$ cat config.mk
export PLATFORM = sky130hd
export DESIGN_NAME = bmfb_front
export DESIGN_NICKNAME = d
export VERILOG_FILES = /design/src/design/bmfb_pkg.sv /design/src/design/bmfb_front.sv
export SDC_FILE = /design/constraint.sdc
export NUM_CORES = 1
export LEC_CHECK = 0
export BUFFER_PORTS_ARGS = -buffer_cell sky130_fd_sc_hd__buf_2
export CORE_AREA = 2 2 108 110
export DETAILED_ROUTE_END_ITERATION = 8
export DIE_AREA = 0 0 110 112
export PLACE_DENSITY_LB_ADDON = 0.3
export REMOVE_ABC_BUFFERS = 1
export SLEW_MARGIN = 25
export SYNTH_ARGS = -nofsm -noshare
export SYNTH_HDL_FRONTEND = slang
export SYNTH_SLANG_ARGS = --single-unit
$ cat constraint.sdc
create_clock -name clock -period 9.9 [get_ports clock]
set_input_delay 1.485 -clock clock [delete_from_list [all_inputs] [get_ports clock]]
set_output_delay 1.485 -clock clock [all_outputs]
set_load 0.03 [all_outputs]
$ cat src/design/bmfb_pkg.sv
// shared types and constants for the banded mono framebuffer blitter
// no dependencies; imported by the front, back and top-level modules of the block
`timescale 1ns / 1ps
`default_nettype none

package bmfb_pkg;

   // default geometry
   localparam int PANEL_WIDTH_DEF   = 800;
   localparam int PANEL_HEIGHT_DEF  = 480;
   localparam int ROW_BYTES_DEF     = 100;
   localparam int BAND_ROWS_MAX_DEF = 64;

   // operation codes
   localparam logic [1:0] OP_FILL = 2'd0;
   localparam logic [1:0] OP_SET  = 2'd1;
   localparam logic [1:0] OP_GET  = 2'd2;
   localparam logic [1:0] OP_BLIT = 2'd3;

   // register indexes and reset values
   localparam logic       CSR_IDX_Y_OFFSET   = 1'b0;
   localparam logic       CSR_IDX_BAND_ROWS  = 1'b1;
   localparam logic [10:0] Y_OFFSET_RESET    = 11'd0;
   localparam logic [6:0]  BAND_ROWS_RESET   = 7'd64;

   // fill bytes, stored 1 is white
   localparam logic [7:0] FILL_BLACK_BYTE = 8'h00;
   localparam logic [7:0] FILL_WHITE_BYTE = 8'hFF;

   typedef struct packed {
      logic [1:0]         opcode;
      logic signed [11:0] x_coord;
      logic signed [11:0] y_coord;
      logic               color_black;
      logic [7:0]         src_byte;
      logic [3:0]         src_bits;
      logic               transparent;
   } bmfb_req_type;

   typedef struct packed {
      logic       pixel_black;
      logic [3:0] pixels_written;
   } bmfb_rsp_type;

   typedef struct packed {
      logic [10:0] band_y_offset;
      logic [6:0]  band_rows;
   } bmfb_cfg_type;

   typedef enum logic [1:0] {
      KIND_FILL  = 2'd0,
      KIND_WRITE = 2'd1,
      KIND_GET   = 2'd2
   } bmfb_kind_type;

   // classified command handed from front to back (addresses travel beside it)
   typedef struct packed {
      bmfb_kind_type kind;
      logic          use0;        // first byte touched
      logic          use1;        // second byte touched
      logic          get_hit;     // get pixel lands inside the band
      logic [2:0]    bit_sel;     // bit of first byte read by get
      logic [15:0]   wmask;       // bits to write over both bytes, msb first
      logic [15:0]   wdata;       // stored values for those bits
      logic [3:0]    count;       // pixels written
      logic          fill_black;
   } bmfb_cmd_type;

endpackage

`default_nettype wire

$ cat src/design/bmfb_front.sv
// front end: takes items, clips them against panel and band, builds commands
// depends on bmfb_pkg
`timescale 1ns / 1ps
`default_nettype none

module bmfb_front #(
   parameter int PANEL_WIDTH   = bmfb_pkg::PANEL_WIDTH_DEF,
   parameter int PANEL_HEIGHT  = bmfb_pkg::PANEL_HEIGHT_DEF,
   parameter int ROW_BYTES     = bmfb_pkg::ROW_BYTES_DEF,
   parameter int BAND_ROWS_MAX = bmfb_pkg::BAND_ROWS_MAX_DEF,
   parameter int AW            = 13
) (
   input  wire logic                   clock,
   input  wire logic                   reset,
   input  wire logic                   start,
   output logic                        busy,
   input  wire bmfb_pkg::bmfb_req_type req_item,
   input  wire bmfb_pkg::bmfb_cfg_type cfg,
   input  wire logic                   q_full,
   output logic                        q_push,
   output bmfb_pkg::bmfb_cmd_type      cmd,
   output logic [AW-1:0]               addr0,
   output logic [AW-1:0]               addr1,
   output logic [AW:0]                 fill_len
);

   import bmfb_pkg::*;

   logic         item_valid_ff, item_valid_in;
   bmfb_req_type item_ff;
   logic         accept;

   logic [11:0]        rows_held;
   logic signed [12:0] row;
   logic               row_ok;
   logic [3:0]         nbits;
   logic [7:0]         active;
   logic [7:0]         values;
   logic [7:0]         en8;
   logic signed [12:0] col;
   logic [AW-1:0]      base;
   logic [AW-1:0]      b0_ext;

   assign busy   = item_valid_ff & q_full;
   assign accept = start & ~busy;
   assign q_push = item_valid_ff & ~q_full;

   always_comb begin
      item_valid_in = item_valid_ff;
      if (accept) begin
         item_valid_in = 1'b1;
      end else if (q_push) begin
         item_valid_in = 1'b0;
      end
   end

   always_ff @(posedge clock) begin
      if (reset) begin
         item_valid_ff <= 1'b0;
      end else begin
         item_valid_ff <= item_valid_in;
      end
   end

   always_ff @(posedge clock) begin
      if (accept) begin
         item_ff <= req_item;
      end
   end

   // band row and clipping
   always_comb begin
      rows_held = ({5'b0, cfg.band_rows} > 12'(BAND_ROWS_MAX)) ?
                  12'(BAND_ROWS_MAX) : {5'b0, cfg.band_rows};
      row    = $signed({item_ff.y_coord[11], item_ff.y_coord}) -
               $signed({2'b0, cfg.band_y_offset});
      row_ok = !item_ff.y_coord[11] &&
               ({1'b0, item_ff.y_coord} < 13'(PANEL_HEIGHT)) &&
               !row[12] && (row[11:0] < rows_held);
      nbits  = (item_ff.src_bits > 4'd8) ? 4'd8 : item_ff.src_bits;
   end

   // per pixel enables, pixel 0 in bit 7
   always_comb begin
      active = '0;
      values = '0;
      en8    = '0;
      col    = '0;
      unique case (item_ff.opcode)
         OP_SET: begin
            active = 8'h80;
            values = {~item_ff.color_black, 7'b0};
         end
         OP_GET: begin
            active = 8'h80;
         end
         OP_BLIT: begin
            for (int i = 0; i < 8; i++) begin
               active[7-i] = (4'(i) < nbits) &&
                             !(item_ff.transparent && item_ff.src_byte[7-i]);
            end
            values = item_ff.src_byte;
         end
         default: begin
         end
      endcase
      for (int i = 0; i < 8; i++) begin
         col = $signed({item_ff.x_coord[11], item_ff.x_coord}) + 13'(i);
         en8[7-i] = active[7-i] && row_ok && !col[12] &&
                    ({1'b0, col[11:0]} < 13'(PANEL_WIDTH)) &&
                    (col[11:3] < 9'(ROW_BYTES));
      end
   end

   // addresses, modular in AW bits so a first byte left of the panel still
   // gives the right second byte
   always_comb begin
      b0_ext   = AW'($signed(item_ff.x_coord[11:3]));
      base     = AW'(row[11:0]) * AW'(ROW_BYTES);
      addr0    = base + b0_ext;
      addr1    = base + b0_ext + AW'(1);
      fill_len = (AW + 1)'(rows_held) * (AW + 1)'(ROW_BYTES);
   end

   always_comb begin
      cmd            = '0;
      cmd.fill_black = item_ff.color_black;
      cmd.bit_sel    = ~item_ff.x_coord[2:0];
      unique case (item_ff.opcode)
         OP_FILL: begin
            cmd.kind = KIND_FILL;
         end
         OP_GET: begin
            cmd.kind    = KIND_GET;
            cmd.get_hit = en8[7];
         end
         OP_SET, OP_BLIT: begin
            cmd.kind  = KIND_WRITE;
            cmd.wmask = {en8, 8'b0} >> item_ff.x_coord[2:0];
            cmd.wdata = {values & en8, 8'b0} >> item_ff.x_coord[2:0];
            cmd.use0  = |cmd.wmask[15:8];
            cmd.use1  = |cmd.wmask[7:0];
            cmd.count = 4'($countones(en8));
         end
         default: begin
            cmd.kind = KIND_FILL;
         end
      endcase
   end

endmodule

`default_nettype wire

==> results list <==
- Number of endpoints failing setup at the final stage: 0
* Static Leak: 3.33 nW
* Critical path data required time: 8.42 ns
* Number of global-route vias before repair: 6059
- The detailed router finished its first iteration with 688 violations.
- After the last flow step, the layout net total stands at 1016.
- Proportion of layout cells with a drive suffix above 1: 0.209
- Number of buffers and inverters on the critical path: 4
* Clock network latency to the later pin of the worst-skew pair: 0.29 ns
* Pre-CTS setup slack: 0.934 ns
- Biggest fanout along the worst timing path: 8
- STA classifies the critical path startpoint as an input port.
- Traced cell by cell, the critical path runs through buf_2 > ha_1 > inv_1 > fa_1 > a211oi_1 > o21bai_1 > a21oi_1 > xnor2_1 > ha_1 > nor4_1 > o211ai_1 > a211oi_1 > a21oi_1 > a2111oi_4 > nand3_1 > fa_1 > inv_1 > fa_1 > fa_1 > ha_1 > fa_1 > xnor2_1 > nor2_1 > buf_2.
- Core area: 0.0112 mm2
- Fraction of post-synthesis cell area in the top cell type by area: 0.197
* Hold Crit Class: flop to flop
- Setup Fix Bufs, Post-CTS: 0
* Htree depth: 2
- The initial antenna violation count is 0.
* Result of the run: completed
* Kind of critical path: input port to output port
* Cell type with the highest occurrence count on the critical path: sky130_fd_sc_hd__fa_1
- Clock skew on the completed layout was measured at 0.00674 ns.
- Commonest non-fill, non-tap cell in the layout: sky130_fd_sc_hd__buf_2
- The cell sitting at the root of the clock tree is a sky130_fd_sc_hd__clkbuf_16.
- Share of synthesized registers carrying an async set or reset: 0
- The routed layout has 6209 vias.
- The congestion estimate from routability-driven global placement came to 0.968.
- Synth top area cells: sky130_fd_sc_hd__edfxtp_1 (20%), sky130_fd_sc_hd__ha_1 (16%), sky130_fd_sc_hd__xnor2_1 (4.3%)
- Relative slew slack: 0.248
- The worst-case IR drop observed on VDD is 708 uV.
- Crit-path max cell delay: 0.64 ns
- Across the run, the number of max-cap violations was 0.
* Least setup slack across all paths after layout: 0.827 ns
- In this run, post-CTS repair resized a total of 0 instances.
- Broken down by cell family, the worst path's largest delay share belongs to adder cells.
- Unique cell type count in the Yosys netlist: 72
* Initial core utilization: 0.546
* Time the final worst path needs with I/O delays and setup: 9.07 ns
- Final core area utilization: 0.636
- Synthesis handed over a netlist of 738 instances.
* Post-route fraction of the period consumed by the critical path: 0.916
- Post-placement cell count: 999
- Die area: 0.0123 mm2
- Fmax: 110 MHz
* Critical path capture point type: output port
* Unrepaired setup endpoints after global routing: no
- In this run the power density over the cells is 291 mW/mm2.
- Via density per instance: 6.17
- The share of the Yosys chip area taken by registers is 0.200.
- Number of top-level pins: 149
* CTS clk-pin slew, worst paths: 0.06 ns
- Floorplan row count: 39
- TritonCTS clock tree: built
- For flop-to-flop paths, the worst setup slack is 8.43 ns.
* Maximum number of pins on one net before global-route repair: 34
- In the final timing run, aggregate negative setup slack is 0 ns.
- Antenna diode count: 0
* Number of flip-flops and latches in the synthesized netlist: 41
- Remaining antenna violation count after routing: 0
- The first global-routing pass estimated 29200 um of wire.
- The top cell types in the final layout, fill and taps aside, are sky130_fd_sc_hd__buf_2 (144), sky130_fd_sc_hd__ha_1 (78), sky130_fd_sc_hd__inv_1 (65).
- First-pass detailed-route iteration total: 6
* Crit path max-delay cell type: sky130_fd_sc_hd__a2111oi_4
* Final Total Pwr: 2.07 mW
- The finished layout holds 1007 standard cells, fillers aside.
- TritonCTS created 5 clock buffers.
- After global routing the overflow that remains totals 0.
- The count of pins over their slew limit came to 0.
- Yosys warnings: 0
- WHS Path Cells: 3
* Area growth, synth to finish: 16.5%
- At the worst endpoint, the arrival time is 7.59 ns.
- The floorplan step set the die height to 112 um.
- For this design, the sink count on the clock tree is 41.
- Overall routed net length: 18100 um
- Mean cell area of the mapped netlist: 8.26 um2
- The final count of hold timing violations is 0.
* Hold-fix buffers at CTS: 0
- The synthesized design contains 40 enable-type register cells.
* Wirelength per Cell: 18.0 um
- Slew of the pin with the lowest slew margin: 1.11 ns
- Netlist Area Pre-Place: 0.00610 mm2
* DP HPWL: 14600 um
- In this run the number of cells on the critical path is 24.
* Buffers from clock root to sink, at most: 2
- In this run the horizontal extent of the chip is 110 um.
- Path depth of the worst reg2reg path: 3
* GRT Overall Usage: 0.298
- DRC violation count after routing: 0
- Buffers on Ports: 144
- Post-synth top flop: sky130_fd_sc_hd__edfxtp_1
- Cell type contributing the most total cell area after synthesis: sky130_fd_sc_hd__edfxtp_1
per-layer routing:
metal / share of wire / global-route usage
met5: 0 / 0
met4: 0.034 / 0.105
met3: 0.058 / 0.0386
met2: 0.48 / 0.492
met1: 0.43 / 0.394
area by class of cell:
type	count	area, um2
multi-input combinational	598	4480
fill	980	4070
sequential	41	1220
timing repair buffer	149	771
inverter	68	255
tap	143	179
clock buffer	5	125
clock inverter	3	68.8
stage by stage:
stage | hold WS [ns] | cell area, um2
3_3_place_gp | 0.632 | 6890
5_1_grt | 0.702 | 7100
6_report | 0.678 | 7100
4_1_cts | 0.677 | 7100
3_5_place_dp | 0.667 | 6910
2_1_floorplan | 0.731 | 5950
cell usage after synthesis (all sizes together) (3+ instances only):
cell      n
nand2b    6
a211oi   13
nor2     53
edfxtp   40
nor2b    12
a21o     13
xor2     14
a31o      3
nand3    17
inv      67
and2     12
nor3     26
nor3b     4
nor4b     3
o31ai     5
or4       5
a31oi    10
and4      7
a221o     3
o211ai    9
o221ai    3
mux2      3
or2       6
o2111ai   4
o21bai    6
fa       13
a21oi    45
nor4      8
nand2    49
buf      13
or3       8
o311ai    4
nand4    17
mux2i    18
clkbuf   21
a2111oi   3
and3     12
xnor2    30
ha       78
o21a      7
o21ai    38
state kept, by name, summed over array words and instances, names as in the netlist:
name / cells
item_ff: 30
b0_ext: 9
cmd: 1
item_valid_ff: 1
path summary, 6_finish.rpt:
path | from | endpoint
setup / recovery | cfg[7] | cmd[3]
hold / removal | item_valid_ff$_SDFFE_PP0P_ | item_valid_ff$_SDFFE_PP0P_
setup reg to reg | item_valid_ff$_SDFFE_PP0P_ | b0_ext[0]$_DFFE_PP_
hold reg to reg | item_valid_ff$_SDFFE_PP0P_ | item_valid_ff$_SDFFE_PP0P_
power by group:
part	total (mW)	switching, mW	internal (mW)
clock network	0.220	0.0745	0.146
logic	1.63	1.08	0.554
registers	0.219	0.0155	0.203
total	2.07	1.17	0.902
tightest hold or removal path: stages, from the launching register on:
cell and delay (ns):
sky130_fd_sc_hd__dfxtp_1 0.31, sky130_fd_sc_hd__and2_1 0.18, sky130_fd_sc_hd__nor2_1 0.10, sky130_fd_sc_hd__nor2_1 0.05
cell families (layout without fill, tap and decap cells):
group | Yosys count | in the layout | synth area share
other | 1 | 4 | 0.000615
AOI/OAI and AO/OA | 186 | 186 | 0.211
and+or+nand+nor | 251 | 251 | 0.216
buffers and inverters | 102 | 225 | 0.0677
muxes | 22 | 22 | 0.0388
adders and majority gates | 91 | 91 | 0.203
DFF | 41 | 41 | 0.200
xor gates and xnor gates | 44 | 44 | 0.0632
No activity file was read; power rests on OpenSTA's default activity.
