`src/design/bmfb_queue.sv`:
```
// short fifo between the classifying front and the executing back
// no dependencies
`timescale 1ns / 1ps
`default_nettype none

module bmfb_queue #(
   parameter int WIDTH = 32,
   parameter int DEPTH = 2
) (
   input  wire logic             clock,
   input  wire logic             reset,
   input  wire logic             push,
   input  wire logic [WIDTH-1:0] push_data,
   output logic                  full,
   input  wire logic             pop,
   output logic                  head_valid,
   output logic [WIDTH-1:0]      head_data
);

   localparam int PW = (DEPTH > 1) ? $clog2(DEPTH) : 1;
   localparam int CW = $clog2(DEPTH + 1);

   logic [WIDTH-1:0] entry_ff [DEPTH];
   logic [PW-1:0]    wr_ptr_ff, wr_ptr_in;
   logic [PW-1:0]    rd_ptr_ff, rd_ptr_in;
   logic [CW-1:0]    count_ff, count_in;

   assign full       = (count_ff == CW'(DEPTH));
   assign head_valid = (count_ff != '0);
   assign head_data  = entry_ff[rd_ptr_ff];

   always_comb begin
      wr_ptr_in = wr_ptr_ff;
      rd_ptr_in = rd_ptr_ff;
      count_in  = count_ff;
      if (push) begin
         wr_ptr_in = (wr_ptr_ff == PW'(DEPTH - 1)) ? '0 : wr_ptr_ff + PW'(1);
      end
      if (pop) begin
         rd_ptr_in = (rd_ptr_ff == PW'(DEPTH - 1)) ? '0 : rd_ptr_ff + PW'(1);
      end
      if (push && !pop) begin
         count_in = count_ff + CW'(1);
      end else if (pop && !push) begin
         count_in = count_ff - CW'(1);
      end
   end

   always_ff @(posedge clock) begin
      if (reset) begin
         wr_ptr_ff <= '0;
         rd_ptr_ff <= '0;
         count_ff  <= '0;
      end else begin
         wr_ptr_ff <= wr_ptr_in;
         rd_ptr_ff <= rd_ptr_in;
         count_ff  <= count_in;
      end
   end

   always_ff @(posedge clock) begin
      if (push) begin
         entry_ff[wr_ptr_ff] <= push_data;
      end
   end

   a_pop_nonempty : assert property (@(posedge clock) disable iff (reset)
      pop |-> count_ff != '0)
      else $error("queue popped while empty");

   a_no_overflow : assert property (@(posedge clock) disable iff (reset)
      !(push && full))
      else $error("queue pushed while full");

   a_count_up : assert property (@(posedge clock) disable iff (reset)
      (push && !pop) |=> count_ff == $past(count_ff) + CW'(1))
      else $error("queue count did not follow a push");

endmodule

`default_nettype wire

```
`config.mk`:
```
export PLATFORM = sky130hd
export DESIGN_NAME = bmfb_queue
export DESIGN_NICKNAME = d
export VERILOG_FILES = /design/src/design/bmfb_queue.sv
export SDC_FILE = /design/constraint.sdc
export NUM_CORES = 1
export LEC_CHECK = 0
export BUFFER_PORTS_ARGS = -buffer_cell sky130_fd_sc_hd__buf_2
export CAP_MARGIN = 0
export CORE_AREA = 2 2 74 76
export CTS_CLUSTER_SIZE = 12
export DETAILED_ROUTE_END_ITERATION = 8
export DIE_AREA = 0 0 76 78
export GPL_TIMING_DRIVEN = 0
export PLACE_DENSITY = 0.84
export RECOVER_POWER = 50
export SYNTH_ARGS = -nofsm -noshare
export SYNTH_HDL_FRONTEND = slang
export SYNTH_SLANG_ARGS = --single-unit
export TNS_END_PERCENT = 100
```
`constraint.sdc`:
```
create_clock -name clock -period 2.9 [get_ports clock]
set_clock_uncertainty 0.2 [all_clocks]
set_input_delay 0.58 -clock clock [delete_from_list [all_inputs] [get_ports clock]]
set_output_delay 0.58 -clock clock [all_outputs]
set_load 0.05 [all_outputs]
```
==> results of run 1 <==
[state kept, by name, summed over array words and instances, names as in the netlist, named ones only]
name	flops
count_ff	2
wr_ptr_ff	1
rd_ptr_ff	1
entry_ff	64
[how the worst min path moves through the flow]
stage,start,end,slack (ps),cells past startpoint
CTS,push_data[10],entry_ff[0][10]$_DFFE_PP_,210,1
floorplan,count_ff[1]$_SDFFE_PP0P_,count_ff[1]$_SDFFE_PP0P_,260,2
detailed placement,count_ff[1]$_SDFFE_PP0P_,count_ff[1]$_SDFFE_PP0P_,290,2
finish,push_data[10],entry_ff[0][10]$_DFFE_PP_,230,1
global route,push_data[13],entry_ff[0][13]$_DFFE_PP_,210,1
global placement,count_ff[1]$_SDFFE_PP0P_,count_ff[1]$_SDFFE_PP0P_,280,2
[cell usage after synthesis, drive strengths merged]
| cell | n | area, um^2 |
|---|---|---|
| edfxtp | 64 | 1920 |
| mux2 | 32 | 360 |
| dfxtp | 5 | 100 |
| nor2 | 4 | 15.0 |
| buf | 3 | 22.5 |
| xnor2 | 2 | 17.5 |
| xor2 | 2 | 17.5 |
| a21oi | 1 | 5.00 |
| and2 | 1 | 6.26 |
| and2b | 1 | 8.76 |
| clkbuf | 1 | 5.00 |
| ha | 1 | 12.5 |
| inv | 1 | 3.75 |
| nor2b | 1 | 6.26 |
| o21ai | 1 | 5.00 |
| or2 | 1 | 6.26 |
| or3 | 1 | 6.26 |
[area by class of cell]
class	instances	area [um^2]	area share [%]
sequential	69	2020	63.9
multi-input combinational	48	474	15.0
timing repair buffer	69	327	10.3
clock buffer	9	124	3.91
clock inverter	7	98.8	3.12
tap	70	87.6	2.77
buffer	4	27.5	0.870
inverter	1	3.75	0.119
[through the flow]
stage | utilization, % | hold WS (ps)
2_1_floorplan | - | 256
3_3_place_gp | 58.6 | 279
3_5_place_dp | 58.7 | 291
4_1_cts | 63.2 | 215
5_1_grt | 62.8 | 207
6_report | 62.8 | 230
[power by group through the flow]
stage	logic, W	registers [W]	clock network, W
after floorplan	0.000316	0.00119	0
after global placement	0.000408	0.00120	0
after detailed placement	0.000416	0.00120	0
after CTS	0.000417	0.00118	0.000863
after global routing	0.000432	0.00118	0.000905
final	0.000408	0.00118	0.000846
[logic make-up (layout without fill, tap and decap cells)]
logic type	count (synthesis)	count (layout)	share of synthesized area, %
flops	69	69	80.2
xor+xnor	4	4	1.39
fa+ha+maj	1	1	0.496
compound gates	2	2	0.397
mux	32	32	14.3
simple gates	9	9	1.94
buf+inv	5	90	1.24
[routing by layer]
metal	up-vias	wire, um	share of wire (%)
met5	-	0	0
met4	0	76	1.9
met3	8	211	5.3
met2	44	2070	52
met1	621	1640	41
li1	632	-	-
==> out/results.ini, run 1 <==
[routing]
drt_first_iter_violations = 53
drc_errors = 0
drt_wl_total_mm = 4.00
vias_per_cell = 4.71
ant_nets = 0
vias = 1305
drt-pass1-iter-count = 4
wl_per_cell_um = 14.4

[power]
p_per_area_mw_per_mm2 = 768
leakagePower_nw = 1.18
power_frac_seq_pct = 48.4
p_sw_share_pct = 27.4
total_power_w = 0.00243
pwr-share-comb_pct = 16.8
power.share.clock_pct = 34.8
p_sw_w = 0.000666
ir_drop_v = 0.000680
cellInternalPower_w = 0.00176

[logic_synthesis]
ys_ff_latch = 69
syn_area_per_cell_um2 = 20.7
seq_area_frac_synth_pct = 80.2
netlist_area_mm2 = 0.00252
synthCells = 122
synth_nets = 159
ys_types = 18
yosys_warnings = 0

[clocking]
ctsResizeCount = 0
cts.clk_slew.worst_paths_ps = 80
ctsHoldBuffers = 0
cts_made_buffers = 9
cts-root-buf = clkbuf_8
cts.path.max_buffers = 2
cts_setup_buffers = 0
clkLatencyLatePin_ps = 330
cts_tree = yes
h-tree-depth = 3
cts.sinks = 69

[placed_design]
io_buffers = 69
preCtsSetupSlack_ps = 775
placedCellCount = 261
hpwl_mm = 2.61
placedInstanceArea_mm2 = 0.00296
gp_congestion = 0.650

[cells_and_area]
finish.instance_area_mm2 = 0.00316
fillers = 380
antenna_cells = 0
mostFrequentLayoutCells = edfxtp_1 (64), buf_2 (54), mux2_2 (30)
drive_above_1_share_pct = 51.7
layout_commonest_cell = edfxtp_1
syn_to_final_growth_pct = 25.6
num-nets-final = 239
instances_no_fill = 277

[grt]
top_usage_layer = met2
track_usage_pct = 14.6
met3_usage_pct = 4.53
grt_max_degree = 33
use_met2_pct = 24.3
grt_pass1_vias = 1391
use_met1_pct = 16.2
grt_pass1_wl_mm = 6.37
antenna_found_initial = 0
grt_remaining_overflow = 0

[floorplan]
die_h_um = 78
start_util_pct = 50.0
rows = 26
die_x_um = 76
io_pins = 70
die-area_mm2 = 0.00593
core-area_mm2 = 0.00504

[setup_path]
reg2reg_slack_ps = 750
reg2regPathDepth = 1
rr_startpoint = wr_ptr_ff$_SDFFE_PP0P_
required_ps = 2120
crit_type = flop to primary output
crit_family = buffers and inverters
cp.arrival_ps = 1550
cp_cell_sequence = clkbuf_2 -> buf_4 -> mux2_2 -> buf_2
end_kind = primary output
crit_end = head_data[6]
slowest_delay_ps = 360
cp_max_fo = 10
worst-path-buf-inv = 3
r2r_end = entry_ff[1][8]$_DFFE_PP_
start_kind = flop
cpMaxStageDelayCell = mux2_2
cp.depth = 4

[sta]
worst_pin_slew_ps = 1430
timing.final.max_slew_violations = 0
tns_ps = 0
rsz0062_at_grt = false
setup_viol = 0
worst_slack_ps = 565
timing.final.crit_share_pct = 80.5
fin_crit_ps = 2330
slew_headroom_pct = 4.77
clock.fmax_mhz = 428
finalHoldViolations = 0

[run_status]
status = completed

[worst_hold_path]
min_path_type = input port to flop

[run]
max_cap_violations = 0

Note: power is estimated with default switching activity, not from simulation.
==> run 2, diff against run 1 <==
Settings changed: CORE_AREA 2 2 74 76 to 2 2 78 80, DIE_AREA 0 0 76 78 to 0 0 80 82, PLACE_DENSITY 0.84 to 0.8.
Clock period 2.9 ns to 2.04 ns, I/O delays scaled along.
==> out/results.ini, run 2 (synthesis gave the netlist of run 1 again) <==
[floorplan]
die_x_um = 80
die_h_um = 82
die-area_mm2 = 0.00656
start_util_pct = 43.9
rows = 28
core-area_mm2 = 0.00575
io_pins = 70

[clocking]
cts.clk_slew.worst_paths_ps = 80
cts.path.max_buffers = 2
h-tree-depth = 3
clkLatencyLatePin_ps = 320
ctsHoldBuffers = 0
cts_tree = yes
cts_setup_buffers = 0
cts.sinks = 69
cts_made_buffers = 9
cts-root-buf = clkbuf_8

[placed_design]
gp_congestion = 0.626
hpwl_mm = 2.76
preCtsSetupSlack_ps = 57.7
io_buffers = 69
placedCellCount = 266

[sta]
hold_ws_ps = 64.3
worst_slack_ps = -5.11
timing.final.crit_share_pct = 100
fin_crit_ps = 2050
setup_viol = 1
clock.fmax_mhz = 489
slew_headroom_pct = 35.2
finalHoldViolations = 0
rsz0062_at_grt = true
worst_pin_slew_ps = 970
timing.final.max_slew_violations = 0

[power]
leakagePower_nw = 1.43
total_power_w = 0.00372
ir_drop_v = 0.000527
p_per_area_mw_per_mm2 = 1020

[setup_path]
reg2regPathDepth = 1
start_kind = flop
reg2reg_slack_ps = 310
rr_startpoint = wr_ptr_ff$_SDFFE_PP0P_
slowest_delay_ps = 340
cp.arrival_ps = 1440
cp_cell_sequence = buf_12 -> clkbuf_16 -> mux2_4 -> buf_8
r2r_end = entry_ff[0][28]$_DFFE_PP_
crit_type = flop to primary output
cpMaxStageDelayCell = dfxtp_2
end_kind = primary output
required_ps = 1430
cp_max_fo = 8

[cells_and_area]
instances_no_fill = 285
syn_to_final_growth_pct = 45.4
reg_top3 = entry_ff (64), count_ff (2)
final_util_pct = 63.8
mostFrequentLayoutCells = edfxtp_1 (64), buf_8 (26), mux2_4 (25)
largest_register_ffs = 64
drive_above_1_share_pct = 53.3
antenna_cells = 0
top_register = entry_ff
layout_commonest_cell = edfxtp_1
num-nets-final = 242

[routing]
drc_errors = 0
wl_met2_mm = 2.65
top_layer_used = met4
drt_wl_total_mm = 4.84
wl_met3_um = 266
drt_first_iter_violations = 66
drt-pass1-iter-count = 4
met1_length_mm = 1.86
vias = 1380
wl_per_cell_um = 17.0
ant_nets = 0
vias_per_cell = 4.84

[worst_hold_path]
min_to = entry_ff[0][4]$_DFFE_PP_
min-delay-start = push_data[4]
min_path_type = input port to flop
hold_depth = 1

[run]
max_cap_violations = 0

[grt]
grt_pass1_vias = 1440
grt_max_degree = 33
grt_remaining_overflow = 0
antenna_found_initial = 0
grt_pass1_wl_mm = 6.55
track_usage_pct = 13.9

[run_status]
violations = negative setup slack
status = complete, but fails checks

[run 2: cell types whose count changed in the layout (fill, tap and decap cells not counted), moves of 2 or more]
cell | before | now
buf_6 | 0 | 6
buf_4 | 3 | 0
buf_8 | 0 | 26
mux2_4 | 0 | 25
buf_2 | 54 | 24
mux2_2 | 30 | 6
buf_12 | 0 | 2
clkbuf_16 | 0 | 3
[run 2: critical path, delay by kind of cell, from the launching register on]
family | cells | cell delay (ps)
buffers and inverters | 3 | 450
flip-flops | 1 | 340
multiplexers | 1 | 310
[run 2: area by class of cell]
class | count | area [um^2]
buffer | 4 | 70.1
clock buffer | 11 | 141
clock inverter | 5 | 82.6
fill | 417 | 2080
inverter | 1 | 3.75
multi-input combinational | 48 | 569
sequential | 69 | 2020
tap | 75 | 93.8
timing repair buffer | 72 | 679
[run 2: what timing repair did]
item                                   in CTS  in global routing
cloned                                      0                  3
resized for setup                          68                 53
pin swaps                                   0                  0
setup endpoints to repair                  30                 30
endpoints found under the hold margin       0                  0
[run 2: stage by stage]
stage / TNS, ps / instance area, um^2
finish: -5.11 / 3660
global route: -1340 / 3660
CTS: -841 / 3410
detailed placement: 0 / 2970
global placement: -23760 / 2960
floorplan: 0 / 2520
[run 2: worst max path at each step]
stage	startpoint	endpoint	slack, ps	cells past startpoint
floorplan	push	entry_ff[0][0]$_DFFE_PP_	150	1
global placement	push	entry_ff[0][30]$_DFFE_PP_	-440	2
detailed placement	push	entry_ff[0][16]$_DFFE_PP_	60	2
CTS	flop	head_data[22]	-40	4
global route	flop	head_data[1]	-60	4
finish	flop	head_data[1]	-5	4
[run 2: routing by layer]
metal  vias to the layer above  track usage (%)
met5                         -                0
met4                         0             7.12
met3                         9             4.73
met2                        47             24.9
met1                       687             14.4
li1                        637                -
[run 2: power breakdown]
part           internal, W  switching [W]
registers          0.00165      0.0000301
clock network     0.000727       0.000488
logic             0.000363       0.000468
==> run 3, diff against run 2 <==
Settings changed: SKIP_CTS_REPAIR_TIMING set to 1.
==> out/results.ini, run 3 (synthesis gave the netlist of run 1 again) <==
[grt]
antenna_found_initial = 0
grt_remaining_overflow = 0
grt_max_degree = 33
track_usage_pct = 13.2
grt_pass1_vias = 1387
grt_pass1_wl_mm = 6.25

[power]
p_per_area_mw_per_mm2 = 1010
ir_drop_v = 0.000558
total_power_w = 0.00375
leakagePower_nw = 1.45

[sta]
worst_slack_ps = 1.66
worst_pin_slew_ps = 961
fin_crit_ps = 2040
rsz0062_at_grt = true
tns_ps = 0
clock.fmax_mhz = 491
timing.final.max_slew_violations = 0
timing.final.crit_share_pct = 99.9
finalHoldViolations = 0
slew_headroom_pct = 35.8
setup_viol = 0

[floorplan]
rows = 28
io_pins = 70
die_x_um = 80
die-area_mm2 = 0.00656
start_util_pct = 43.9
die_h_um = 82
core-area_mm2 = 0.00575

[routing]
ant_nets = 0
drt_wl_total_mm = 4.84
drc_errors = 0
drt_first_iter_violations = 64
drt-pass1-iter-count = 3
vias = 1339
vias_per_cell = 4.70
wl_per_cell_um = 17.0

[placed_design]
gp_congestion = 0.626
hpwl_mm = 2.76
io_buffers = 69
preCtsSetupSlack_ps = 57.7
placedInstanceArea_mm2 = 0.00297
placedCellCount = 266

[setup_path]
rr_startpoint = wr_ptr_ff$_SDFFE_PP0P_
cp.arrival_ps = 1430
end_kind = primary output
crit_type = flop to primary output
crit_family = buffers and inverters
cp.depth = 4
slowest_delay_ps = 340
reg2reg_slack_ps = 300
cpMaxStageDelayCell = dfxtp_2
start_kind = flop
r2r_end = entry_ff[1][29]$_DFFE_PP_
worst-path-buf-inv = 3
required_ps = 1430
cp_cell_sequence = buf_12 -> clkbuf_16 -> mux2_4 -> buf_8
crit_end = head_data[4]
cp_max_fo = 8
reg2regPathDepth = 1

[run_status]
status = completed

[cells_and_area]
drive_above_1_share_pct = 53.8
antenna_cells = 0
instances_no_fill = 285
top_register = entry_ff
num-nets-final = 242
syn_to_final_growth_pct = 46.5
layout_commonest_cell = edfxtp_1
reg_top3 = entry_ff (64), count_ff (2)
largest_register_ffs = 64
finish.instance_area_mm2 = 0.00369
mostFrequentLayoutCells = edfxtp_1 (64), buf_8 (31), mux2_4 (30)

[clocking]
cts-root-buf = clkbuf_8
cts.path.max_buffers = 2
cts_tree = yes
cts.sinks = 69
cts_made_buffers = 9
cts.clk_slew.worst_paths_ps = 80
clkLatencyLatePin_ps = 320
h-tree-depth = 3

[run]
max_cap_violations = 0

[worst_hold_path]
min_path_type = input port to flop

## run 3: cell types whose count changed in the layout (fill, tap and decap cells not counted)
cell / change
buf_6: -4
mux2_4: +5
buf_12: -1
mux2_1: -1
buf_8: +5
mux2_2: -4
## run 3: worst min path at each step
| stage | startpoint | slack [ps] | endpoint | cells past startpoint |
|---|---|---|---|---|
| floorplan | count_ff[1]$_SDFFE_PP0P_ | 260 | count_ff[1]$_SDFFE_PP0P_ | 2 |
| global placement | count_ff[1]$_SDFFE_PP0P_ | 280 | count_ff[1]$_SDFFE_PP0P_ | 2 |
| detailed placement | count_ff[1]$_SDFFE_PP0P_ | 290 | count_ff[1]$_SDFFE_PP0P_ | 2 |
| CTS | push_data[4] | 50 | entry_ff[0][4]$_DFFE_PP_ | 1 |
| global route | push_data[20] | 40 | entry_ff[0][20]$_DFFE_PP_ | 1 |
| finish | push_data[6] | 60 | entry_ff[0][6]$_DFFE_PP_ | 1 |
## run 3: layer usage
metal | GRT usage [%] | vias up | share of wire [%] | routed length [um]
met2 | 22.7 | 43 | 54 | 2610
met5 | 0 | - | 0 | 0
met3 | 4.40 | 9 | 4.7 | 229
li1 | - | 636 | - | -
met4 | 7.12 | 0 | 1.4 | 70
met1 | 14.4 | 651 | 40 | 1930
## run 3: power by group
group | switching (W) | internal (W) | total, W | leakage [nW]
clock | 0.000495 | 0.000727 | 0.00122 | 0.114
sequential | 0.0000305 | 0.00165 | 0.00168 | 0.643
combinational | 0.000470 | 0.000375 | 0.000845 | 0.692
total | 0.000996 | 0.00275 | 0.00375 | 1.45
## run 3: cell type report
cell class | count | area [um^2]
buffer | 4 | 65.1
clock buffer | 11 | 141
clock inverter | 5 | 82.6
fill | 416 | 2050
inverter | 1 | 3.75
multi-input combinational | 48 | 588
sequential | 69 | 2020
tap | 75 | 93.8
timing repair buffer | 72 | 694
## run 3: through the flow
stage | hold WS (ps) | utilization, %
after floorplan | 256 | -
after global placement | 280 | 51.5
after detailed placement | 294 | 51.7
after CTS | 48.9 | 55.6
after global routing | 44.7 | 64.3
final | 62.9 | 64.3
